`src/sv/tlb_pkg.sv`:
```
// ----------------------------------------------------------------------------
// tlb_pkg
// shared types and codes for the fully associative tlb with lru/fifo
// replacement
// ----------------------------------------------------------------------------
package tlb_pkg;

    // request types
    localparam logic [1:0] REQ_LOOKUP = 2'd0;
    localparam logic [1:0] REQ_INSERT = 2'd1;
    localparam logic [1:0] REQ_INVAL  = 2'd2;
    localparam logic [1:0] REQ_FLUSH  = 2'd3;

    // replacement modes, anything else drops a full insert
    localparam logic [1:0] MODE_LRU  = 2'd0;
    localparam logic [1:0] MODE_FIFO = 2'd1;

    // configuration register indexes
    localparam logic CFG_ENTRIES_IN_USE = 1'b0;
    localparam logic CFG_REPLACE_MODE   = 1'b1;

    localparam logic [4:0] ENTRIES_IN_USE_RESET = 5'd16;
    localparam logic [1:0] REPLACE_MODE_RESET   = 2'd0;

    // last-use mark written by a fifo replacement
    localparam logic [31:0] STAMP_NONE = 32'hFFFF_FFFF;

    typedef struct packed {
        logic [1:0]  req_type;
        logic [15:0] proc_id;
        logic [19:0] page_num;
        logic [15:0] frame_num;
    } req_t;

    typedef struct packed {
        logic        hit;
        logic [15:0] found_frame;
        logic        evicted;
    } resp_t;

    typedef struct packed {
        logic [15:0] proc_id;
        logic [19:0] page_num;
        logic [15:0] frame_num;
        logic [31:0] last_use;
        logic [31:0] ins_seq;
    } entry_t;

    // controller to datapath
    typedef struct packed {
        logic load;
        logic rd_en;
        logic commit;
    } tlb_cmd_t;

    // datapath to controller
    typedef struct packed {
        logic out_full;
    } tlb_sts_t;

endpackage

```
`src/sv/tlb_ctrl.sv`:
```
// ----------------------------------------------------------------------------
// tlb_ctrl
// sequencer: accepts a request, walks the entry memory one slot per cycle
// (flush skips the walk), then commits the update and the response
// ----------------------------------------------------------------------------
module tlb_ctrl #(
    parameter int ENTRIES = 16,
    parameter int IDX_W   = 4
) (
    input  logic              clk,
    input  logic              rst_n,
    input  logic              req_valid,
    input  logic [1:0]        req_type,
    output logic              req_ready,
    input  tlb_pkg::tlb_sts_t sts,
    output tlb_pkg::tlb_cmd_t cmd,
    output logic [IDX_W-1:0]  scan_idx
);
    import tlb_pkg::*;

    typedef enum logic [3:0] {
        ST_IDLE   = 4'b0001,
        ST_SCAN   = 4'b0010,
        ST_DRAIN  = 4'b0100,
        ST_COMMIT = 4'b1000
    } state_t;

    localparam logic [IDX_W-1:0] LAST_IDX = IDX_W'(ENTRIES - 1);

    state_t           state_reg, state_next;
    logic [IDX_W-1:0] idx_reg, idx_next;

    always_comb
    begin
        state_next = state_reg;
        idx_next   = idx_reg;
        cmd        = '0;
        case (state_reg)
            ST_IDLE:
            begin
                if (req_valid)
                begin
                    cmd.load = 1'b1;
                    idx_next = '0;
                    // flush needs no walk over the entries
                    state_next = (req_type == REQ_FLUSH) ? ST_COMMIT : ST_SCAN;
                end
            end
            ST_SCAN:
            begin
                cmd.rd_en = 1'b1;
                if (idx_reg == LAST_IDX)
                begin
                    state_next = ST_DRAIN;
                end
                else
                begin
                    idx_next = idx_reg + IDX_W'(1);
                end
            end
            ST_DRAIN:
            begin
                // last slot read is evaluated in this cycle
                state_next = ST_COMMIT;
            end
            ST_COMMIT:
            begin
                if (!sts.out_full)
                begin
                    cmd.commit = 1'b1;
                    state_next = ST_IDLE;
                end
            end
            default:
            begin
                state_next = ST_IDLE;
            end
        endcase
    end

    always_ff @(posedge clk or negedge rst_n)
    begin
        if (!rst_n)
        begin
            state_reg <= ST_IDLE;
            idx_reg   <= '0;
        end
        else
        begin
            state_reg <= state_next;
            idx_reg   <= idx_next;
        end
    end

    assign req_ready = (state_reg == ST_IDLE);
    assign scan_idx  = idx_reg;

`ifndef SYNTHESIS
    a_commit_needs_room: assert property (@(posedge clk) disable iff (!rst_n)
        cmd.commit |-> !sts.out_full)
        else $error("commit while response register is still occupied");

    a_commit_then_ready: assert property (@(posedge clk) disable iff (!rst_n)
        cmd.commit |=> req_ready)
        else $error("controller not ready after commit");

    a_scan_in_range: assert property (@(posedge clk) disable iff (!rst_n)
        cmd.rd_en |-> (scan_idx <= LAST_IDX))
        else $error("scan index beyond the last entry");

    a_load_only_when_ready: assert property (@(posedge clk) disable iff (!rst_n)
        cmd.load |-> (req_ready && req_valid && !cmd.rd_en && !cmd.commit))
        else $error("request load outside idle");
`endif

endmodule

```
`src/sv/tlb_dp.sv`:
```
// ----------------------------------------------------------------------------
// tlb_dp
// entry memory, valid bits, use/insert clocks, scan accumulators for
// match / free slot / victim, and the response register
// ----------------------------------------------------------------------------
module tlb_dp #(
    parameter int ENTRIES = 16,
    parameter int IDX_W   = 4
) (
    input  logic              clk,
    input  logic              rst_n,
    input  tlb_pkg::req_t     req,
    input  logic              cfg_we,
    input  logic              cfg_index,
    input  logic [4:0]        cfg_data,
    input  tlb_pkg::tlb_cmd_t cmd,
    input  logic [IDX_W-1:0]  scan_idx,
    output tlb_pkg::tlb_sts_t sts,
    output logic              resp_valid,
    input  logic              resp_ready,
    output tlb_pkg::resp_t    resp
);
    import tlb_pkg::*;

    localparam int CNT_W = $clog2(ENTRIES + 1);
    localparam int CMP_W = (CNT_W > 5) ? CNT_W : 5;

    // configuration
    logic [4:0] eiu_reg;
    logic [1:0] mode_reg;

    // request and clocks
    req_t        req_reg;
    logic [31:0] use_clock_reg, use_clock_next;
    logic [31:0] ins_clock_reg, ins_clock_next;

    // entry storage
    entry_t             mem [ENTRIES];
    entry_t             rd_q;
    logic               rd_valid_q;
    logic [ENTRIES-1:0] valid_reg, valid_next;
    logic               eval_en_reg;
    logic [IDX_W-1:0]   eval_idx_reg;
    logic               mem_we;
    logic [IDX_W-1:0]   mem_widx;
    entry_t             mem_wdata;

    // scan accumulators
    logic             m_found_reg, m_found_next;
    logic [IDX_W-1:0] m_idx_reg, m_idx_next;
    logic [31:0]      m_age_reg, m_age_next;
    entry_t           m_ent_reg, m_ent_next;
    logic [CNT_W-1:0] cnt_reg, cnt_next;
    logic             free_found_reg, free_found_next;
    logic [IDX_W-1:0] free_idx_reg, free_idx_next;
    logic             v_found_reg, v_found_next;
    logic [IDX_W-1:0] v_idx_reg, v_idx_next;
    logic [31:0]      v_ua_reg, v_ua_next;
    logic [31:0]      v_ia_reg, v_ia_next;

    // response
    logic  out_valid_reg, out_valid_next;
    resp_t out_reg, out_next;

    logic [31:0] ia, ua;
    logic        match_here, victim_better;
    logic        eiu_nz, fill_ok, mode_repl;

    // ---------------- configuration ----------------
    always_ff @(posedge clk or negedge rst_n)
    begin
        if (!rst_n)
        begin
            eiu_reg  <= ENTRIES_IN_USE_RESET;
            mode_reg <= REPLACE_MODE_RESET;
        end
        else if (cfg_we)
        begin
            case (cfg_index)
                CFG_ENTRIES_IN_USE: eiu_reg  <= cfg_data;
                CFG_REPLACE_MODE:   mode_reg <= cfg_data[1:0];
                default:            ;
            endcase
        end
    end

    // ---------------- scan evaluation ----------------
    always_comb
    begin
        ia = ins_clock_reg - rd_q.ins_seq;
        ua = use_clock_reg - rd_q.last_use;

        match_here = rd_valid_q
            && (rd_q.proc_id == req_reg.proc_id)
            && (rd_q.page_num == req_reg.page_num)
            && ((req_reg.req_type != REQ_INVAL) || (rd_q.frame_num == req_reg.frame_num));

        if (mode_reg == MODE_LRU)
        begin
            // larger use age is older, ties go to the oldest insert
            victim_better = (ua > v_ua_reg) || ((ua == v_ua_reg) && (ia > v_ia_reg));
        end
        else
        begin
            victim_better = ia > v_ia_reg;
        end

        m_found_next    = m_found_reg;
        m_idx_next      = m_idx_reg;
        m_age_next      = m_age_reg;
        m_ent_next      = m_ent_reg;
        cnt_next        = cnt_reg;
        free_found_next = free_found_reg;
        free_idx_next   = free_idx_reg;
        v_found_next    = v_found_reg;
        v_idx_next      = v_idx_reg;
        v_ua_next       = v_ua_reg;
        v_ia_next       = v_ia_reg;

        if (cmd.load)
        begin
            m_found_next    = 1'b0;
            cnt_next        = '0;
            free_found_next = 1'b0;
            v_found_next    = 1'b0;
        end
        else if (eval_en_reg)
        begin
            if (match_here && (!m_found_reg || (ia > m_age_reg)))
            begin
                m_found_next = 1'b1;
                m_idx_next   = eval_idx_reg;
                m_age_next   = ia;
                m_ent_next   = rd_q;
            end
            if (rd_valid_q)
            begin
                cnt_next = cnt_reg + CNT_W'(1);
                if (!v_found_reg || victim_better)
                begin
                    v_found_next = 1'b1;
                    v_idx_next   = eval_idx_reg;
                    v_ua_next    = ua;
                    v_ia_next    = ia;
                end
            end
            else if (!free_found_reg)
            begin
                free_found_next = 1'b1;
                free_idx_next   = eval_idx_reg;
            end
        end
    end

    // ---------------- commit ----------------
    assign eiu_nz    = (eiu_reg != 5'd0);
    assign fill_ok   = free_found_reg && (CMP_W'(cnt_reg) < CMP_W'(eiu_reg));
    assign mode_repl = (mode_reg == MODE_LRU) || (mode_reg == MODE_FIFO);

    always_comb
    begin
        use_clock_next = use_clock_reg;
        ins_clock_next = ins_clock_reg;
        valid_next     = valid_reg;
        mem_we         = 1'b0;
        mem_widx       = m_idx_reg;
        mem_wdata      = m_ent_reg;
        out_next       = out_reg;
        out_valid_next = out_valid_reg;

        if (resp_ready)
        begin
            out_valid_next = 1'b0;
        end

        if (cmd.commit)
        begin
            out_valid_next = 1'b1;
            out_next       = '0;
            case (req_reg.req_type)
                REQ_LOOKUP:
                begin
                    if (eiu_nz && m_found_reg)
                    begin
                        out_next.hit         = 1'b1;
                        out_next.found_frame = m_ent_reg.frame_num;
                        mem_we             = 1'b1;
                        mem_widx           = m_idx_reg;
                        mem_wdata          = m_ent_reg;
                        mem_wdata.last_use = use_clock_reg;
                        use_clock_next     = use_clock_reg + 32'd1;
                    end
                end
                REQ_INSERT:
                begin
                    mem_wdata.proc_id   = req_reg.proc_id;
                    mem_wdata.page_num  = req_reg.page_num;
                    mem_wdata.frame_num = req_reg.frame_num;
                    mem_wdata.last_use  = use_clock_reg;
                    mem_wdata.ins_seq   = ins_clock_reg;
                    if (eiu_nz && fill_ok)
                    begin
                        mem_we                   = 1'b1;
                        mem_widx                 = free_idx_reg;
                        valid_next[free_idx_reg] = 1'b1;
                        use_clock_next           = use_clock_reg + 32'd1;
                        ins_clock_next           = ins_clock_reg + 32'd1;
                    end
                    else if (eiu_nz && mode_repl && v_found_reg)
                    begin
                        mem_we           = 1'b1;
                        mem_widx         = v_idx_reg;
                        ins_clock_next   = ins_clock_reg + 32'd1;
                        out_next.evicted = 1'b1;
                        if (mode_reg == MODE_LRU)
                        begin
                            use_clock_next = use_clock_reg + 32'd1;
                        end
                        else
                        begin
                            mem_wdata.last_use = STAMP_NONE;
                        end
                    end
                end
                REQ_INVAL:
                begin
                    if (m_found_reg)
                    begin
                        valid_next[m_idx_reg] = 1'b0;
                    end
                end
                REQ_FLUSH:
                begin
                    valid_next = '0;
                end
                default:
                begin
                    out_next = '0;
                end
            endcase
        end
    end

    // ---------------- registers ----------------
    always_ff @(posedge clk or negedge rst_n)
    begin
        if (!rst_n)
        begin
            use_clock_reg  <= '0;
            ins_clock_reg  <= '0;
            valid_reg      <= '0;
            eval_en_reg    <= 1'b0;
            m_found_reg    <= 1'b0;
            cnt_reg        <= '0;
            free_found_reg <= 1'b0;
            v_found_reg    <= 1'b0;
            out_valid_reg  <= 1'b0;
        end
        else
        begin
            use_clock_reg  <= use_clock_next;
            ins_clock_reg  <= ins_clock_next;
            valid_reg      <= valid_next;
            eval_en_reg    <= cmd.rd_en;
            m_found_reg    <= m_found_next;
            cnt_reg        <= cnt_next;
            free_found_reg <= free_found_next;
            v_found_reg    <= v_found_next;
            out_valid_reg  <= out_valid_next;
        end
    end

    always_ff @(posedge clk)
    begin
        if (cmd.load)
        begin
            req_reg <= req;
        end
        eval_idx_reg  <= scan_idx;
        rd_valid_q    <= valid_reg[scan_idx];
        m_idx_reg     <= m_idx_next;
        m_age_reg     <= m_age_next;
        m_ent_reg     <= m_ent_next;
        free_idx_reg  <= free_idx_next;
        v_idx_reg     <= v_idx_next;
        v_ua_reg      <= v_ua_next;
        v_ia_reg      <= v_ia_next;
        out_reg       <= out_next;
    end

    // entry memory: one write port, one registered read port
    always_ff @(posedge clk)
    begin
        if (mem_we)
        begin
            mem[mem_widx] <= mem_wdata;
        end
        if (cmd.rd_en)
        begin
            rd_q <= mem[scan_idx];
        end
    end

    assign sts.out_full = out_valid_reg && !resp_ready;
    assign resp_valid   = out_valid_reg;
    assign resp         = out_reg;

`ifndef SYNTHESIS
    a_resp_from_commit: assert property (@(posedge clk) disable iff (!rst_n)
        $rose(resp_valid) |-> $past(cmd.commit))
        else $error("response appeared without a commit");

    a_eval_follows_read: assert property (@(posedge clk) disable iff (!rst_n)
        eval_en_reg |-> $past(cmd.rd_en))
        else $error("evaluation without a preceding memory read");

    a_ins_clock_step: assert property (@(posedge clk) disable iff (!rst_n)
        !cmd.commit |=> (ins_clock_reg == $past(ins_clock_reg)))
        else $error("insert clock moved outside a commit");

    a_use_clock_step: assert property (@(posedge clk) disable iff (!rst_n)
        !cmd.commit |=> (use_clock_reg == $past(use_clock_reg)))
        else $error("use clock moved outside a commit");
`endif

endmodule

```
`src/sv/tlb_lru_fifo_lookup_update_core.sv`:
```
// ----------------------------------------------------------------------------
// tlb_lru_fifo_lookup_update_core
// fully associative tlb tagged by process id and page, with lookup, insert,
// invalidate and flush; lru or fifo replacement once the enabled slots fill
// ----------------------------------------------------------------------------
//  channel | handshake              | payload
//  --------+------------------------+-----------------------------------
//  request | req_valid / req_ready  | req  (req_type, proc_id, page_num, frame_num)
//  result  | resp_valid / resp_ready| resp (hit, found_frame, evicted)
//  config  | cfg_we (no wait)       | cfg_index, cfg_data
//
//  lookup, insert and invalidate walk the entry memory, which has a single
//  read port and is read one slot per cycle; flush skips the walk, and a new
//  request is accepted only once the previous one has committed
//  the result sits in an output register; a new request is taken while it
//  waits, and only the commit step stalls until the result is taken
//  reset clears all entries' valid bits and both clocks; no clearing pass
// ----------------------------------------------------------------------------
module tlb_lru_fifo_lookup_update_core #(
    parameter int ENTRIES = 16
) (
    input  logic           clk,
    input  logic           rst_n,
    input  logic           req_valid,
    output logic           req_ready,
    input  tlb_pkg::req_t  req,
    output logic           resp_valid,
    input  logic           resp_ready,
    output tlb_pkg::resp_t resp,
    input  logic           cfg_we,
    input  logic           cfg_index,
    input  logic [4:0]     cfg_data
);
    import tlb_pkg::*;

    localparam int IDX_W = (ENTRIES > 1) ? $clog2(ENTRIES) : 1;

    tlb_cmd_t         cmd;
    tlb_sts_t         sts;
    logic [IDX_W-1:0] scan_idx;

    tlb_ctrl #(
        .ENTRIES (ENTRIES),
        .IDX_W   (IDX_W)
    ) u_ctrl (
        .clk       (clk),
        .rst_n     (rst_n),
        .req_valid (req_valid),
        .req_type  (req.req_type),
        .req_ready (req_ready),
        .sts       (sts),
        .cmd       (cmd),
        .scan_idx  (scan_idx)
    );

    tlb_dp #(
        .ENTRIES (ENTRIES),
        .IDX_W   (IDX_W)
    ) u_dp (
        .clk        (clk),
        .rst_n      (rst_n),
        .req        (req),
        .cfg_we     (cfg_we),
        .cfg_index  (cfg_index),
        .cfg_data   (cfg_data),
        .cmd        (cmd),
        .scan_idx   (scan_idx),
        .sts        (sts),
        .resp_valid (resp_valid),
        .resp_ready (resp_ready),
        .resp       (resp)
    );

endmodule

```
`config.mk`:
```
export PLATFORM = sky130hd
export DESIGN_NAME = tlb_lru_fifo_lookup_update_core
export DESIGN_NICKNAME = d
export VERILOG_FILES = /design/src/sv/tlb_pkg.sv /design/src/sv/tlb_ctrl.sv /design/src/sv/tlb_dp.sv /design/src/sv/tlb_lru_fifo_lookup_update_core.sv
export SDC_FILE = /design/constraint.sdc
export NUM_CORES = 2
export LEC_CHECK = 0
export BUFFER_PORTS_ARGS = -buffer_cell sky130_fd_sc_hd__buf_2
export CORE_MARGIN = 3
export CORE_UTILIZATION = 65
export DETAILED_ROUTE_END_ITERATION = 6
export PLACE_DENSITY_LB_ADDON = 0.25
export SLEW_MARGIN = 20
export SYNTH_ARGS = -nofsm -noshare
export SYNTH_HDL_FRONTEND = slang
export SYNTH_SLANG_ARGS = --single-unit
```
`constraint.sdc`:
```
create_clock -name clk -period 22.5 [get_ports clk]
set_input_delay 2.25 -clock clk [delete_from_list [all_inputs] [get_ports clk]]
set_output_delay 2.25 -clock clk [all_outputs]
set_load 0.03 [all_outputs]
```
-- Word level (Yosys, flattened, before mapping)
Memory sizes are Yosys's and may differ from the RTL's. A register that Yosys moved wholly into a read port is not among the register bits.
Cells that the tools add are included.
- word-level logic and storage cells: 194
- bits of input ports: 65
- memories kept: 1
- output and inout port bits: 20
- register bits after elaboration: 406
- memory bits (writable): 1856
- memories (name ; depth ; bits a word ; read ports ; clocked after memory_dff ; write ports ; RTL line ; text):
    u_dp.mem ; 16 ; 116 ; 1 ; 1 ; 1 ; tlb_dp.sv:38 ; entry_t mem [ENTRIES];
- eq/ne operators: 25
- mux-type cells: 63
- add/subtract/negate cells: 6
- bitwise logic cells: 8
- reductions and logical operators: 49
- order comparisons: 9
- operator list (kind ; count):
    32-bit 2-to-1 mux ; 9
    116-bit case mux with 2 select lines ; 1
    116-bit 2-to-1 mux ; 1
    32-bit greater-than comparator ; 3
    32-bit by 1-bit adder with 32-bit output, second input constant ; 2
    64-bit 2-to-1 mux ; 1
    32-bit case mux with 2 select lines ; 1
    32-bit subtractor ; 2
    16-bit case mux with 3 select lines ; 1
    4-bit 2-to-1 mux ; 10
    16-bit equality test ; 2
    32-bit equality test ; 1
    16-bit 2-to-1 mux ; 2
    1-bit 2-to-1 mux ; 27
    20-bit equality test ; 1
    17-bit 2-to-1 mux ; 1
    16-bit bitwise AND ; 1
    16-bit inverter ; 1
    16-bit OR ; 1
    4-bit case mux with 4 select lines ; 1
    2-bit nonzero test ; 8
    4-bit by 5-bit less-than comparator with 1-bit output, second input constant ; 3
    5-bit 2-to-1 mux ; 3
    3-bit AND reduction ; 5
    28 further kinds ; 72

-- Depth between registers and ports, before layout
- depth in word-level cells: 10
- mapped depth: 21
- depth with buffers taken out: 21

-- By module
A second synthesis with hierarchy kept.
- cell total of the unflattened synthesis: 4621
- area total of the unflattened synthesis: 95021.1 sq um
- modules (own cells, without submodules) (module ; area an instance (sq um) ; times used ; cells an instance ; seq. area each (sq um)):
    tlb_dp ; 94524.4 ; 1 ; 4568 ; 70634.0
    tlb_ctrl ; 496.7 ; 1 ; 53 ; 201.4

-- Worst setup path before layout
No wires, ideal clock.
- path type: reg2reg
- from: reg u_dp.ins_clock_reg[16]
- to: reg u_dp.m_age_reg[0], enable pin
- cell stages (with the launch flop): 18
- arrival: 12.049 ns
- path slack: 9.695 ns
- library setup time: 0.756 ns
- buffers on the path: 1
- cells stage by stage: dfrtp_1 -> ha_1 -> clkbuf_1 -> a21o_1 -> a21o_1 -> a21oi_1 -> nand4b_1 -> o21ai_2 -> o31ai_2 -> and4_1 -> or3_1 -> ha_1 -> nand4_1 -> or2_2 -> nor4_1 -> nand3_1 -> a21o_1 -> a31oi_1
- longest elaborated chain between the ends: 5
- ends and longest elaborated chain (item ; RTL line ; text):
    from (decl) ; tlb_dp.sv:35 ; logic [31:0] ins_clock_reg, ins_clock_next;
    from (signal assigned) ; tlb_dp.sv:262 ; ins_clock_reg <= ins_clock_next;
    32-bit subtractor ; tlb_dp.sv:90 ; ia = ins_clock_reg - rd_q.ins_seq;
    net u_dp.ia[31] ; tlb_dp.sv:65 ; logic [31:0] ia, ua;
    32-bit greater-than comparator ; tlb_dp.sv:129 ; if (match_here && (!m_found_reg || (ia > m_age_reg)))
    1-bit logical OR ; tlb_dp.sv:129 ;
    1-bit logical AND ; tlb_dp.sv:129 ;
    3-bit AND reduction (no line) ; -- ;
    to (signal assigned) ; tlb_dp.sv:282 ; m_age_reg <= m_age_next;
    to (decl) ; tlb_dp.sv:51 ; logic [31:0] m_age_reg, m_age_next;
The timed path passes the listed nets, and every way through them passes these cells.
A chain may end at the register's enable or synchronous reset.

-- Worst setup path after layout
- from: reg u_dp.ins_clock_reg[17]
- to: reg u_dp.m_ent_reg[105] (netlist name), enable pin
- longest elaborated chain between the ends: 5
- ends and longest elaborated chain (item ; RTL line ; text):
    32-bit subtractor ; tlb_dp.sv:90 ;
    net u_dp.ia[31] ; tlb_dp.sv:65 ;
    32-bit greater-than comparator ; tlb_dp.sv:129 ;
    1-bit logical OR ; tlb_dp.sv:129 ;
    1-bit logical AND ; tlb_dp.sv:129 ;
    3-bit AND reduction (no line) ; -- ;
    to (signal assigned) ; tlb_dp.sv:283 ; m_ent_reg <= m_ent_next;
    to (decl) ; tlb_dp.sv:52 ; entry_t m_ent_reg, m_ent_next;
The timed path passes the listed nets, and every way through them passes these cells.

==> reports/metrics.csv <==
stage;metric;value;unit
floorplan;std_cell_rows;140;
sta;min_period_over_period;31.8;%
power_and_ir_drop;p_comb_share;16.1;%
cells_and_area;largest_register_ff_count;1856;
placed_design;post-dp-hpwl;129000;microns
power_and_ir_drop;vdd_drop_max;0.164;mV
synthesis;syn_area;96500;sq um
routing;drc;0;
synthesis;ys_top_cells_by_area;sky130_fd_sc_hd__edfxtp_1 71%, sky130_fd_sc_hd__mux4_2 5.5%, sky130_fd_sc_hd__mux2i_1 3.7%;
power_and_ir_drop;swShare;25.7;%
setup_path;setup.worst_path.end_class;flip-flop;
sta;max_slew.worst_pin.slew;1150;ps
power_and_ir_drop;p_per_area;98.5;nW/um^2
outcome;run_status;finished, final reports clean;
floorplan;die_area;153000;sq um
power_and_ir_drop;sequentialPowerShare;48.4;%
synthesis;synth-seq-area-share;73.4;%
setup_path;cp.arrival;7630;ps
clock_tree;maximum_level_of_the_cts_h_tree;4;
cells_and_area;area_delta_synth_final;10.6;%
routing;drt_pre_antenna_iters;6;
global_routing;number_of_global_route_vias_before_repair;53723;
synthesis;synth_largest_area_cell;sky130_fd_sc_hd__edfxtp_1;
floorplan;die_width;391;microns
setup_path;crit_start;u_dp.ins_clock_reg[17]$_DFFE_PN0P_;
sta;clock_skew;45.2;ps
sta;max_slew_margin;22.6;%
synthesis;synthMostInstantiatedCell;sky130_fd_sc_hd__edfxtp_1;
sta;max_freq;0.140;GHz
setup_path;reg2reg_slack;15340;ps
power_and_ir_drop;switching_component_of_the_power;0.00270;W
clock_tree;cts_tree;built;
setup_path;start_kind;flip-flop;
cells_and_area;finish.net_count;5941;
min_path;count_of_cells_along_the_worst_hold_path;0;
sta;final.setup.worst_slack;15340;ps
sta;setup_tns;0;ps
routing;vias;52912;
setup_path;timing.critical_path.cells;ha_1 -> nand2_1 -> nor2_1 -> nand2_1 -> a211oi_2 -> o21ai_2 -> o31ai_2 -> nor4_1 -> or3_1 -> ha_1 -> nand4_1 -> or2_2 -> nor4_1 -> nand3_1 -> a21o_1 -> a31oi_4 -> buf_4 -> buf_4;
clock_tree;path_clk_slew;60;ps
floorplan;die_y;391;microns
synthesis;avgSynthCellArea;17.4;sq um
synthesis;postSynthNetCount;5774;
clock_tree;cts_repair_resize_count;0;
synthesis;yosys_warnings;0;
min_path;worstHoldStart;u_dp.rd_q[10]$_DFFE_PP_;
sta;fin_crit;7160;ps
global_routing;grt_overflow_total;0;
synthesis;postSynth.topFlopCell;sky130_fd_sc_hd__edfxtp_1;
global_routing;grt_usage;30.8;%
setup_path;worstSetupPathType;flip-flop to flip-flop;
cells_and_area;fillerInstances;8420;
power_and_ir_drop;internal_power;0.00781;W
placed_design;io_buffers;84;
clock_tree;cts_num_sinks;2378;
clock_tree;clk-insertion-delay-late;850;ps
sta;setup-violations-final;0;
floorplan;floorplan.io_pins;85;
routing;drtIter0Drc;5894;
floorplan;core_box_area;147000;sq um
synthesis;synth_enable_flop_cells;2268;
cells_and_area;layout.cells.non_filler;7821;
clock_tree;max-clock-path-buffers;3;
cells_and_area;finish.utilization;72.8;%
synthesis;synthDominantCellAreaShare;70.6;%
clock_tree;postCtsSetupBuffers;0;
routing;detail_route.vias_per_cell;6.77;
clock_tree;cts_hold_repair.buffers;0;
synthesis;async_set_or_reset_flop_fraction_in_the_synthesized_netlist;4.42;%
routing;ant_nets;0;
setup_path;rr_endpoint;u_dp.m_ent_reg[105]$_DFFE_PP_;
synthesis;yosysUniqueCellTypes;85;
min_path;min_to;u_dp.m_ent_reg[10]$_DFFE_PP_;
setup_path;timing.critical_path.slowest_cell_delay;790;ps
placed_design;finalWeightedCongestion;0.891;
routing;wl_per_cell;29.8;microns
sta;grt_setup_unrepaired;no;
setup_path;timing.critical_path.fanout_max;54;
setup_path;cp_data_required_time;22970;ps
synthesis;yosys_register_bits;2378;
power_and_ir_drop;power_frac_clock;35.5;%
setup_path;crit-reg2reg-launch;u_dp.ins_clock_reg[17]$_DFFE_PN0P_;
power_and_ir_drop;total_leakage_power;36.3;nW
synthesis;synthesis.instances;5541;
setup_path;reg2regPathDepth;18;
sta;timing.final.hold_violations;0;
setup_path;critPathSlowestCell;sky130_fd_sc_hd__buf_4;
job;maxCapViolCount;0;
global_routing;grt_max_degree;162;
global_routing;grt_pass1_wl;346000;microns
floorplan;floorplan.initialDensity;65.8;%
clock_tree;cts_made_buffers;222;
min_path;holdCritPathClass;flip-flop to flip-flop;
global_routing;antenna_violations_before_repair;6;
placed_design;place_ws;15200;ps
synthesis;netlist_top_cells_count;2268 x sky130_fd_sc_hd__edfxtp_1, 357 x sky130_fd_sc_hd__mux2i_1, 347 x sky130_fd_sc_hd__o21ai_0;
placed_design;placedCellCount;7399;
cells_and_area;layout-drive-gt1-share;17.0;%
clock_tree;cts_root_buffer;sky130_fd_sc_hd__clkbuf_16;
sta;drv_slew;0;
routing;drt-total-wl;233000;microns
-- cells by family (layout without fill, tap and decap cells) --
logic type,after synthesis,after routing,synth area share [%]
flip-flops,2378,2378,73.4
AO/OA/AOI/OAI,992,992,6.47
multiplexers,793,793,11.5
AND/OR/NAND/NOR,603,603,3.10
buffers and inverters,432,789,1.75
XOR/XNOR,175,175,1.59
adder cells (fa/ha/maj),168,168,2.19
other,0,6,0
-- power by group through the flow --
stage,registers [W],logic (W),clock network (W)
floorplan,0.00512,0.00124,0
global placement,0.00518,0.00165,0
detailed placement,0.00518,0.00167,0
CTS,0.00509,0.00169,0.00377
global route,0.00510,0.00181,0.00394
finish,0.00509,0.00169,0.00373
-- stage by stage --
step                      total power (W)  area (sq um)  hold slack, ps
after global placement            0.00682         99400             432
final                              0.0105        107000             442
after global routing               0.0108        107000             460
after detailed placement          0.00685         99400             434
after CTS                          0.0106        107000             450
after floorplan                   0.00636         96500             364
-- placed cells by master, fill, tap and decap left out, types with 53 or more instances in the layout --
master                      Yosys  layout
sky130_fd_sc_hd__a221oi_1     120     120
sky130_fd_sc_hd__mux2i_1      357     357
sky130_fd_sc_hd__ha_1         166     166
sky130_fd_sc_hd__a21oi_1      224     223
sky130_fd_sc_hd__nand2_1      258     257
sky130_fd_sc_hd__inv_1        192     190
sky130_fd_sc_hd__mux2_2       202     202
sky130_fd_sc_hd__buf_2         47      83
sky130_fd_sc_hd__nor2_1        77      77
sky130_fd_sc_hd__o21ai_0      347     336
sky130_fd_sc_hd__clkbuf_16      0     223
sky130_fd_sc_hd__clkinv_1       0      53
sky130_fd_sc_hd__a22oi_1      117     117
sky130_fd_sc_hd__mux4_2       234     234
sky130_fd_sc_hd__xnor2_1       98      98
sky130_fd_sc_hd__buf_4          1      88
sky130_fd_sc_hd__edfxtp_1    2268    2268
sky130_fd_sc_hd__a21o_1        61      61
sky130_fd_sc_hd__dfrtp_1      103      99
sky130_fd_sc_hd__xor2_1        77      77
-- cell type report --
cell class                      instances  area [sq um]  area share (%)
Timing Repair Buffer                  183          1310            1.22
Multi-Input combinational cell       2731         24200            22.7
Clock buffer                          279          5880            5.51
Inverter                              192           727           0.681
Clock inverter                        135          1390            1.30
Sequential cell                      2378         70900            66.4
Antenna cell                            6          15.0          0.0141
Tap cell                             1917          2400            2.25
-- critical path: cells and delay by family (launching register included) --
family	cells	cell delay, ps
AND/OR/NAND/NOR	9	2330
AO/OA/AOI/OAI	5	1630
buffers and inverters	2	1490
adder cells (fa/ha/maj)	2	800
flip-flops	1	420
-- layer usage --
| layer | GRT usage (%) | vias up | routed length (microns) |
|---|---|---|---|
| met3 | 5.18 | 563 | 20600 |
| met4 | 13.1 | 2 | 10200 |
| li1 | - | 22369 | - |
| met5 | 0 | - | 13 |
| met1 | 41.3 | 27043 | 86500 |
| met2 | 50.7 | 2935 | 116000 |
-- how the worst max path moves through the flow --
stage	to	slack [ps]
after floorplan	u_dp.m_age_reg[0]$_DFFE_PP_	9700
after global placement	u_dp.mem[14][95]$_DFFE_PP_	15090
after detailed placement	u_dp.mem[14][98]$_DFFE_PP_	15200
after CTS	u_dp.m_ent_reg[108]$_DFFE_PP_	15290
after global routing	u_dp.m_ent_reg[113]$_DFFE_PP_	14900
final	u_dp.m_ent_reg[105]$_DFFE_PP_	15340
Note: power is estimated with default switching activity, not from simulation.
